## config.mk

```make
export PLATFORM = sky130hd
export DESIGN_NAME = ggo_cfg_regs
export DESIGN_NICKNAME = d
export VERILOG_FILES = /design/src/rtl/core/ggo_pkg.sv /design/src/rtl/core/ggo_cfg_regs.sv
export SDC_FILE = /design/constraint.sdc
export NUM_CORES = 1
export LEC_CHECK = 0
export ABC_CLOCK_PERIOD_IN_PS = 1200
export BUFFER_PORTS_ARGS = -buffer_cell sky130_fd_sc_hd__buf_2
export CAP_MARGIN = 20
export CORE_ASPECT_RATIO = 1.1
export CORE_MARGIN = 2
export CORE_UTILIZATION = 30
export DETAILED_ROUTE_END_ITERATION = 10
export GPL_TIMING_DRIVEN = 0
export SKIP_CTS_REPAIR_TIMING = 1
export SYNTH_ARGS = -nofsm -noshare
export SYNTH_HDL_FRONTEND = slang
export SYNTH_SLANG_ARGS = --single-unit
```

## constraint.sdc

```tcl
create_clock -name clk -period 1.2 [get_ports clk]
set_clock_uncertainty 0.1 [all_clocks]
set_input_delay 0.06 -clock clk [delete_from_list [all_inputs] [get_ports clk]]
set_output_delay 0.06 -clock clk [all_outputs]
set_load 0.01 [all_outputs]
```

## src/rtl/core/ggo_pkg.sv

```systemverilog
// Shared types, codes and constants of the gene operator unit.
package ggo_pkg;

  localparam int FRAC_BITS = 16;
  localparam int GENE_W    = 20;
  localparam int IDX_W     = 12;
  localparam int RAND_W    = 16;
  localparam int SUM_W     = 32;
  localparam int CFG_IDX_W = 3;
  localparam int CFG_DAT_W = 19;

  typedef enum logic [1:0] {
    OP_MATE        = 2'd0,
    OP_MUT_RESET   = 2'd1,
    OP_MUT_PERTURB = 2'd2,
    OP_DIFF        = 2'd3
  } op_t;

  typedef enum logic [1:0] {
    MATE_SINGLE  = 2'd0,
    MATE_UNIFORM = 2'd1,
    MATE_BLEND   = 2'd2,
    MATE_RANDOM  = 2'd3
  } mate_mode_t;

  localparam logic [1:0] BND_NONE  = 2'd0;
  localparam logic [1:0] BND_CLAMP = 2'd1;
  localparam logic [1:0] BND_WRAP  = 2'd2;

  localparam logic [CFG_IDX_W-1:0] CFG_MATE_MODE     = 3'd0;
  localparam logic [CFG_IDX_W-1:0] CFG_BOUNDS_MODE   = 3'd1;
  localparam logic [CFG_IDX_W-1:0] CFG_MATE_PARAM    = 3'd2;
  localparam logic [CFG_IDX_W-1:0] CFG_MUTATE_PROB   = 3'd3;
  localparam logic [CFG_IDX_W-1:0] CFG_MUTATE_AMOUNT = 3'd4;

  typedef struct packed {
    mate_mode_t  mate_mode;
    logic [1:0]  bounds_mode;
    logic [16:0] mate_param;
    logic [16:0] mutate_prob;
    logic [18:0] mutate_amount;
  } cfg_t;

  typedef struct packed {
    logic fire;
    logic is_diff;
    logic last;
  } pass_req_t;

  typedef struct packed {
    logic [SUM_W-1:0] difference_sum;
    logic [SUM_W-1:0] generation;
  } pass_res_t;

endpackage

```

## src/rtl/core/ggo_cfg_regs.sv

```systemverilog
// Configuration register file of the gene operator unit.
module ggo_cfg_regs
  import ggo_pkg::*;
(
  input  logic                 clk,
  input  logic                 rst_n,
  input  logic                 cfg_valid,
  output logic                 cfg_ready,
  input  logic [CFG_IDX_W-1:0] cfg_index,
  input  logic [CFG_DAT_W-1:0] cfg_data,
  output cfg_t                 cfg
);

  cfg_t cfg_r;

  assign cfg_ready = 1'b1;
  assign cfg       = cfg_r;

  always_ff @(posedge clk) begin
    if (!rst_n) begin
      cfg_r.mate_mode     <= MATE_SINGLE;
      cfg_r.bounds_mode   <= BND_WRAP;
      cfg_r.mate_param    <= 17'd32768;
      cfg_r.mutate_prob   <= 17'd0;
      cfg_r.mutate_amount <= 19'd0;
    end else if (cfg_valid) begin
      unique case (cfg_index)
        CFG_MATE_MODE:     cfg_r.mate_mode     <= mate_mode_t'(cfg_data[1:0]);
        CFG_BOUNDS_MODE:   cfg_r.bounds_mode   <= cfg_data[1:0];
        CFG_MATE_PARAM:    cfg_r.mate_param    <= cfg_data[16:0];
        CFG_MUTATE_PROB:   cfg_r.mutate_prob   <= cfg_data[16:0];
        CFG_MUTATE_AMOUNT: cfg_r.mutate_amount <= cfg_data[18:0];
        default: ;
      endcase
    end
  end

endmodule

```

==> qor.log <==
[sta] final count of negative-setup-slack endpoints 0
[placement] final weighted congestion in routability-driven placement 0.710
[clocking] post-CTS clock slew at the launch and capture registers of the worst setup and hold paths 0.06 ns
[logic_synthesis] number of nets produced by synthesis 239
[detailed_routing] Detail Route Antenna Nets 0
[run] number of max-capacitance violations reported 0
[worst_setup_path] WP data required 1.04 ns
[sta] unrepaired setup endpoints after global routing no
[placement] Post-Place Setup Slack -0.0402 ns
[worst_setup_path] worst reg-to-reg path cell count 2
[pwr] leak pwr 1.58 nW
[layout] total number of nets in the final design 348
[clocking] count of H-tree levels built during CTS 3
[layout] share of final-layout standard cells stronger than drive strength 1 0.323
[layout] layout overhead on the synthesized area 39.0%
[worst_hold_path] Worst Hold Depth 3
[worst_setup_path] Crit path max-delay family flip-flops
[global_routing] first-pass GRT wire length 8.79 mm
[worst_setup_path] CP startpoint kind flop
[detailed_routing] vias 1,831
[detailed_routing] drt first pass iters 4
[worst_hold_path] worst min-delay path class in2reg
[detailed_routing] routed wire length per instance 13.6 um
[worst_setup_path] R2R setup slack 0.49 ns
[placement] final HPWL from detailed placement 3.92 mm
[layout] Post-Route Utilization 0.433
[sta] final hold violations 2
[placement] # port buffers 80
[worst_setup_path] origin of the worst setup path cfg[36]$_SDFFE_PN0P_
[layout] post-layout instance count excluding filler cells 410
[detailed_routing] Via-to-Cell Ratio 4.47
[sta] Slew Limit Headroom 0.610
[layout] Largest register FFs 57
[floorplan] height of the die 93.7 um
[placement] cell area reported after detailed placement 2700 sq um
[sta] total count of max-transition violations in the final report 0
[logic_synthesis] Yosys top cell area share 0.520
[layout] design area 3050 sq um
[global_routing] maximum number of pins on one net before global-route repair 11
[layout] footprint of the multi-input gates 937 sq um
[worst_setup_path] top fanout value on the critical path 2
[logic_synthesis] Synth Register Bits 57
[floorplan] Row Count 32
[layout] Antenna diodes 0
[sta] Post-Route Setup TNS 0 ns
[worst_setup_path] worst path cell trace buf_2
[clocking] clock tree from TritonCTS done
[logic_synthesis] Cells after Synth 214
[floorplan] Die ar. 8010 sq um
[layout] fill count 712
[floorplan] starting density of the core 0.311
[placement] placed insts 379
[sta] Max Clock Freq 1.03 GHz
[detailed_routing] overall routed net length 5.59 mm
[sta] Worst-Margin Slew 0.586 ns
[sta] worst slack on hold paths -0.0165 ns
[logic_synthesis] total standard cell area after synthesis 2190 sq um
[logic_synthesis] Synth area leader dfxtp_1
[global_routing] residual overflow from global routing 0
[worst_setup_path] Setup crit end kind output port
[global_routing] GRT Total Usage 0.146
[sta] final period demand of the worst path 0.969 ns
[global_routing] initial antenna violation count 0
[pwr] Cell Pwr Density 1270 nW/um^2
[pwr] worst voltage drop across the vdd grid 0.000583 V
[sta] period utilisation layout 0.807
[global_routing] vias in the first global route 1,789
[worst_hold_path] terminating pin of the worst hold path cfg[55]$_SDFFE_PN0P_
[clocking] total CTS buffers 9
[worst_setup_path] slowest library cell on the worst path dfxtp_1
[worst_hold_path] hold_sp cfg_index[0]
[detailed_routing] DR DRC count 0
[sta] worst path setup slack after routing 0.231 ns
[layout] Sequential cell area 1140 sq um
[worst_setup_path] Crit Path Class reg2out
[worst_setup_path] Reg2Reg Capture Point cfg[2]$_SDFFE_PN0P_
[worst_setup_path] data arrival at the endpoint of the critical path 0.81 ns
[worst_setup_path] largest stage delay on the critical path 0.35 ns
[logic_synthesis] Mean Syn Cell Area 10.2 sq um
[status] violations in the final reports negative hold slack
[clocking] worst skew pair latency 0.33 ns
[logic_synthesis] unique cell type count in the Yosys netlist 15
[worst_setup_path] Worst path depth 1
[floorplan] I/O pin cnt 83
[clocking] maximum number of buffers from clock root to sink 2
[logic_synthesis] biggest area contributors in the synthesized netlist dfxtp_1, mux2i_1, nand2_1, buf_6, nor2b_1
[floorplan] Placeable Area 7050 sq um
[logic_synthesis] sequential share of the synthesized area 0.520
[clocking] number of sinks handled by clock tree synthesis 57
[clocking] root cell of the clock tree clkbuf_8
[worst_setup_path] start of the worst register-to-register path cfg[2]$_SDFFE_PN0P_
[detailed_routing] DRC marker count from the first detailed-route iteration 50
[floorplan] x dimension of the die 85.5 um
[worst_setup_path] worst path bufs/invs 1
[logic_synthesis] Yosys warning total 0
[status] result of the run finished, violations left
[cell usage in the layout, fill, tap and decap left out]
cell type / instances
clkbuf_1: 6
dlygate4sd3_1: 18
nand4b_1: 1
buf_6: 3
conb_1: 1
and4bb_2: 1
buf_2: 84
nand4bb_1: 1
and4bb_1: 1
nand2_1: 74
buf_4: 3
nor2b_1: 4
mux2i_1: 57
buf_12: 1
clkbuf_8: 12
nor4b_2: 1
dfxtp_1: 57
[power breakdown]
part | internal, mW | switching (mW) | total [mW]
Clock | 0.885 | 0.679 | 1.56
Sequential | 1.94 | 0.0198 | 1.95
Combinational | 0.165 | 0.180 | 0.345
[area by class of cell]
| cell class | count | area share |
|---|---|---|
| buffer | 16 | 0.0378 |
| clock buffer | 13 | 0.0554 |
| multi-input combinational | 141 | 0.307 |
| sequential | 57 | 0.374 |
| tap | 85 | 0.0349 |
| timing repair buffer | 98 | 0.190 |
[stage by stage]
stage          power (mW)  hold slack, ns
3_3_place_gp         2.30           0.211
5_1_grt              4.06         -0.0353
2_1_floorplan        2.17          0.0988
3_5_place_dp         2.30           0.221
6_report             3.86         -0.0165
4_1_cts              3.91          -0.135
[Yosys cell counts]
master and n:
conb_1 1, clkbuf_1 5, buf_4 3, buf_6 3
and4bb_1 1, buf_2 4, nor4b_2 1, dfxtp_1 57
nand4b_1 1, nand2_1 74, buf_12 1, nand4bb_1 1
mux2i_1 57, nor2b_1 4, and4bb_2 1
[worst max-delay path by stage]
stage / end / slack (ns)
after floorplan: cfg[36]$_SDFFE_PN0P_ / 0.27
after CTS: cfg[15] / 0.20
final: cfg[36] / 0.23
after detailed placement: cfg[50]$_SDFFE_PN0P_ / -0.04
after global routing: cfg[25] / 0.19
after global placement: cfg[52]$_SDFFE_PN0P_ / -0.005
[per-layer routing]
metal	wire length (um)	vias up	GRT usage
met3	347	10	0.0439
met1	2450	849	0.173
li1	-	917	-
met5	0	-	0
met2	2690	55	0.241
met4	95	0	0.0714
[cell families (layout without fill, tap and decap cells)]
family                 Yosys count  count (layout)  synth area share
other                            1               1           0.00171
muxes                           57              57             0.260
buffers and inverters           16             127            0.0525
and+or+nand+nor                 83              83             0.165
DFF                             57              57             0.520
Note: power is estimated with default switching activity, not from simulation.
