### config.mk
export PLATFORM = sky130hd
export DESIGN_NAME = ggo_pass_state
export DESIGN_NICKNAME = d
export VERILOG_FILES = /design/src/rtl/core/ggo_pkg.sv /design/src/rtl/core/ggo_pass_state.sv
export SDC_FILE = /design/constraint.sdc
export NUM_CORES = 1
export LEC_CHECK = 0
export BUFFER_PORTS_ARGS = -buffer_cell sky130_fd_sc_hd__buf_2
export CELL_PAD_IN_SITES_DETAIL_PLACEMENT = 2
export CELL_PAD_IN_SITES_GLOBAL_PLACEMENT = 2
export CORE_UTILIZATION = 28
export DETAILED_ROUTE_END_ITERATION = 12
export PLACE_DENSITY = 0.84
export RECOVER_POWER = 25
export SETUP_SLACK_MARGIN = 0.3
export SLEW_MARGIN = 10
export SYNTH_ARGS = -nofsm -noshare
export SYNTH_HDL_FRONTEND = slang
export SYNTH_SLANG_ARGS = --single-unit
### constraint.sdc
create_clock -name clk -period 7.3 [get_ports clk]
set_input_delay 1.46 -clock clk [delete_from_list [all_inputs] [get_ports clk]]
set_output_delay 1.46 -clock clk [all_outputs]
set_load 0.05 [all_outputs]
### src/rtl/core/ggo_pkg.sv
// Shared types, codes and constants of the gene operator unit.
package ggo_pkg;

  localparam int FRAC_BITS = 16;
  localparam int GENE_W    = 20;
  localparam int IDX_W     = 12;
  localparam int RAND_W    = 16;
  localparam int SUM_W     = 32;
  localparam int CFG_IDX_W = 3;
  localparam int CFG_DAT_W = 19;

  typedef enum logic [1:0] {
    OP_MATE        = 2'd0,
    OP_MUT_RESET   = 2'd1,
    OP_MUT_PERTURB = 2'd2,
    OP_DIFF        = 2'd3
  } op_t;

  typedef enum logic [1:0] {
    MATE_SINGLE  = 2'd0,
    MATE_UNIFORM = 2'd1,
    MATE_BLEND   = 2'd2,
    MATE_RANDOM  = 2'd3
  } mate_mode_t;

  localparam logic [1:0] BND_NONE  = 2'd0;
  localparam logic [1:0] BND_CLAMP = 2'd1;
  localparam logic [1:0] BND_WRAP  = 2'd2;

  localparam logic [CFG_IDX_W-1:0] CFG_MATE_MODE     = 3'd0;
  localparam logic [CFG_IDX_W-1:0] CFG_BOUNDS_MODE   = 3'd1;
  localparam logic [CFG_IDX_W-1:0] CFG_MATE_PARAM    = 3'd2;
  localparam logic [CFG_IDX_W-1:0] CFG_MUTATE_PROB   = 3'd3;
  localparam logic [CFG_IDX_W-1:0] CFG_MUTATE_AMOUNT = 3'd4;

  typedef struct packed {
    mate_mode_t  mate_mode;
    logic [1:0]  bounds_mode;
    logic [16:0] mate_param;
    logic [16:0] mutate_prob;
    logic [18:0] mutate_amount;
  } cfg_t;

  typedef struct packed {
    logic fire;
    logic is_diff;
    logic last;
  } pass_req_t;

  typedef struct packed {
    logic [SUM_W-1:0] difference_sum;
    logic [SUM_W-1:0] generation;
  } pass_res_t;

endpackage

### src/rtl/core/ggo_pass_state.sv
// Difference accumulator and generation counter of a genome pass.
module ggo_pass_state
  import ggo_pkg::*;
(
  input  logic                     clk,
  input  logic                     rst_n,
  input  pass_req_t                req,
  input  logic signed [GENE_W-1:0] own_gene,
  input  logic signed [GENE_W-1:0] other_gene,
  output pass_res_t                res,
  output logic [SUM_W-1:0]         gen_count
);

  logic [SUM_W-1:0]   acc_r, acc_nxt;
  logic [SUM_W-1:0]   gen_r, gen_nxt;
  logic signed [20:0] gap_s;
  logic [20:0]        gap;
  logic [SUM_W:0]     sum_wide;
  logic [SUM_W-1:0]   sum_sat;
  logic               gen_inc;

  always_comb begin
    gap_s    = other_gene - own_gene;
    gap      = gap_s[20] ? 21'(-gap_s) : 21'(gap_s);
    sum_wide = {1'b0, acc_r} + {12'd0, gap};
    sum_sat  = sum_wide[SUM_W] ? {SUM_W{1'b1}} : sum_wide[SUM_W-1:0];
    gen_inc  = !req.is_diff && req.last;

    res.difference_sum = req.is_diff ? sum_sat : '0;
    res.generation     = gen_r + {31'd0, gen_inc};

    acc_nxt = acc_r;
    gen_nxt = gen_r;
    if (req.fire) begin
      if (req.is_diff) begin
        acc_nxt = req.last ? '0 : sum_sat;
      end
      gen_nxt = res.generation;
    end
  end

  always_ff @(posedge clk) begin
    if (!rst_n) begin
      acc_r <= '0;
      gen_r <= '0;
    end else begin
      acc_r <= acc_nxt;
      gen_r <= gen_nxt;
    end
  end

  assign gen_count = gen_r;

endmodule

==> impl_metrics.yaml <==
die:
  io_pins: 141
  core_area_sq_um: 21800
  die_h_um: 151
  die_w_um: 151
  rows: 54
  start_util_pct: 28.5
  die_area_sq_um: 22700
timing:
  max_freq_mhz: 121
  final_max_slew_viol_count: 32
  slew_headroom_pct: -10.0
  fin_crit_ns: 8.29
  fin_crit_sh_pct: 114
  fin_skew_ns: 0.0212
  worst_pin_slew_ns: 1.65
  rsz0062_at_grt: "yes"
  finalSetupViolCount: 32
  hold_viol_final: 0
  setup_tns_ns: -23.81
  setup_slack_ns: -0.994
grt:
  grt_pass1_vias: 8977
  grt_max_degree: 39
  antenna_found_initial: 1
  grt.overflow.total: 0
  grtUsageTotal_pct: 32.4
  grt_pass1_wl_um: 54900
finish:
  nets: 1278
  area_growth_pct: 78.0
  n_fill_cell: 2369
  final_layout_size_suffix_gt1_share_pct: 46.9
cts:
  hold_buffers: 0
  cts_max_level: 3
  clk_latency_ns: 0.37
  clk_pin_slew_worst_paths_ns: 0.06
  max-clock-path-buffers: 2
  root_buffer: "clkbuf_16"
  cts_tree: "done"
  numCtsBuffers: 9
  cts.sinks: 64
drt:
  routed_wirelength_um: 45600
  drt-wirelength-per-cell_um: 31.0
  vias: 8571
  drtPass1Iterations: 5
  drc_errors: 0
  viasPerCell: 5.82
  drtAntennaViolNets: 0
  initialDrtViolationCount: 488
outcome:
  violations: "max-capacitance violations, max-slew violations, negative setup slack"
  status: "finished, violations left"
worst_setup_path:
  cp_slowest_cell: "nor4_2"
  worstSetupStartpointType: "input pin"
  critPathRequiredTime_ns: 5.84
  slowest_delay_ns: 0.56
  crit_top_cell: "buf_4"
  cp_max_fo: 5
  cp.arrival_ns: 6.83
  worstPathCellList: "buf_2 > inv_1 > ha_1 > buf_4 > nand2_1 > a211oi_2 > o21ai_2 > o211ai_1 > and3_1 > o2111a_2 > buf_4 > nand3_1 > nor4_2 > buf_4 > ha_1 > buf_4 > and4_4 > o21ai_1 > buf_4 > a21oi_4 > a21oi_2 > a311oi_4 > buf_6"
  cp-end-kind: "output pin"
  worstSetupPathType: "input pin to output pin"
place:
  port_buffers: 140
  hpwl_um: 21400
  gp_congestion: 0.837
  place_ws_ns: -0.830
synthesis:
  synth_seq_cells: 64
  ys_warn_count: 0
  synth.avg_cell_area_sq_um: 7.56
  synth_area_sq_um: 6190
  seq_area_frac_synth_pct: 20.7
  async_reset_ff_share_pct: 0
  synthFlopType: "dfxtp_1"
  postSynthCellCount: 819
  syn-num-nets: 910
  ys_types: 69
  synth_edf_count: 0
power_and_ir_drop:
  p_per_area_nw_per_um2: 238
  p_leak_nw: 5.07
  peakVddDrop_mv: 0.162
job:
  drv_cap: 1
min_path:
  hp-class: "register to register"
==> metrics by stage <==
stage | power (mW) | instances | hold slack [ns] | utilization, % | area [sq um]
2_1_floorplan | 1.02 | 819 | 0.429 | - | 6640
3_3_place_gp | 1.40 | 1368 | 0.446 | 40.3 | 8780
3_5_place_dp | 1.46 | 1368 | 0.465 | 40.3 | 8780
4_1_cts | 2.20 | 1426 | 0.471 | 46.3 | 10100
5_1_grt | 2.67 | 1472 | 0.542 | 50.7 | 11000
6_report | 2.63 | 1472 | 0.528 | 50.7 | 11000
==> path summary, 6_finish.rpt <==
check	from	endpoint	slack, ns	depth (start not counted)
setup / recovery	own_gene[3]	res[63]	-0.99	23
setup reg to reg	acc_r[0]	acc_r[26]	3.47	14
hold / removal	acc_r[2]	acc_r[2]	0.53	1
hold reg to reg	acc_r[2]	acc_r[2]	0.53	1
==> cell usage after synthesis, types with 6 or more instances <==
library cell / count / area share [%]
nor3_1: 14 / 1.1
o21ai_0: 33 / 2.7
or3_1: 6 / 0.61
a21oi_1: 52 / 4.2
nor2b_1: 16 / 1.6
clkbuf_1: 22 / 1.3
nor2_1: 75 / 4.5
dfxtp_1: 64 / 21
inv_1: 31 / 1.9
nand3_1: 31 / 2.5
buf_2: 14 / 1.1
nand4_1: 12 / 1.2
and3_1: 25 / 2.5
nand2_1: 76 / 4.6
and4_1: 9 / 1.3
xnor2_1: 60 / 8.5
and2_1: 38 / 3.8
ha_1: 44 / 8.9
xor2_1: 49 / 6.9
a31oi_1: 15 / 1.5
a21o_1: 27 / 3.3
==> area by class of cell <==
cell class	instances	area (sq um)	area share [%]
Multi-Input combinational cell	687	5920	53.7
Timing Repair Buffer	393	3000	27.2
Sequential cell	64	1280	11.6
Tap cell	280	350	3.18
Clock buffer	10	239	2.17
Inverter	32	133	1.20
Clock inverter	5	104	0.942
Antenna cell	1	2.50	0.0227
==> cell usage in the layout, fill, tap and decap left out, drive strengths merged, types with 8 or more instances in the layout <==
master	synthesis	final
nand4	13	13
a31oi	16	16
nor2b	16	16
clkbuf	22	39
and4	9	9
and2	38	38
nand3	31	31
xnor2	60	60
a211oi	8	8
inv	31	33
buf	16	364
a21o	27	27
ha	44	44
o21ai	38	38
nor3	16	16
xor2	49	49
nand2	76	76
and3	27	27
a21oi	53	54
dfxtp	64	64
nor2	75	76
==> registers in the layout (all words and copies together), names as in the netlist <==
name	count
acc_r	32
gen_count	32
==> power by group <==
part | internal, mW | leakage (nW) | switching (mW)
Clock | 0.343 | 0.169 | 0.208
Sequential | 0.359 | 0.517 | 0.0133
Combinational | 0.735 | 4.39 | 0.968
Total | 1.44 | 5.07 | 1.19
==> kinds of logic after synthesis <==
kind of cell,synth area share [%]
simple gates,27.4
compound gates,21.8
xor+xnor,15.4
buf+inv,4.65
flops,20.7
fa+ha+maj,9.54
mux,0.485
==> critical path: cells and delay by family <==
family | cells | cell delay [ns]
AO/OA/AOI/OAI | 8 | 2.17
buffers and inverters | 8 | 1.28
AND/OR/NAND/NOR | 5 | 1.42
adder cells (fa/ha/maj) | 2 | 0.49
==> layer usage <==
| layer | GRT usage, % | wire length [um] | vias to the layer above |
|---|---|---|---|
| li1 | - | - | 3642 |
| met1 | 34.4 | 17400 | 4306 |
| met2 | 59.2 | 22600 | 436 |
| met3 | 5.91 | 2510 | 187 |
| met4 | 19.5 | 3160 | 0 |
| met5 | 0 | 0 | - |
==> what timing repair did <==
action / 4_1_cts / 5_1_grt
pin swaps: 61 / 61
endpoints found under the setup margin: 32 / 32
buffers inserted: 40 / 45
gates cloned: 3 / 0
resized for setup: 149 / 121
Power figures use the tool's default switching activity.
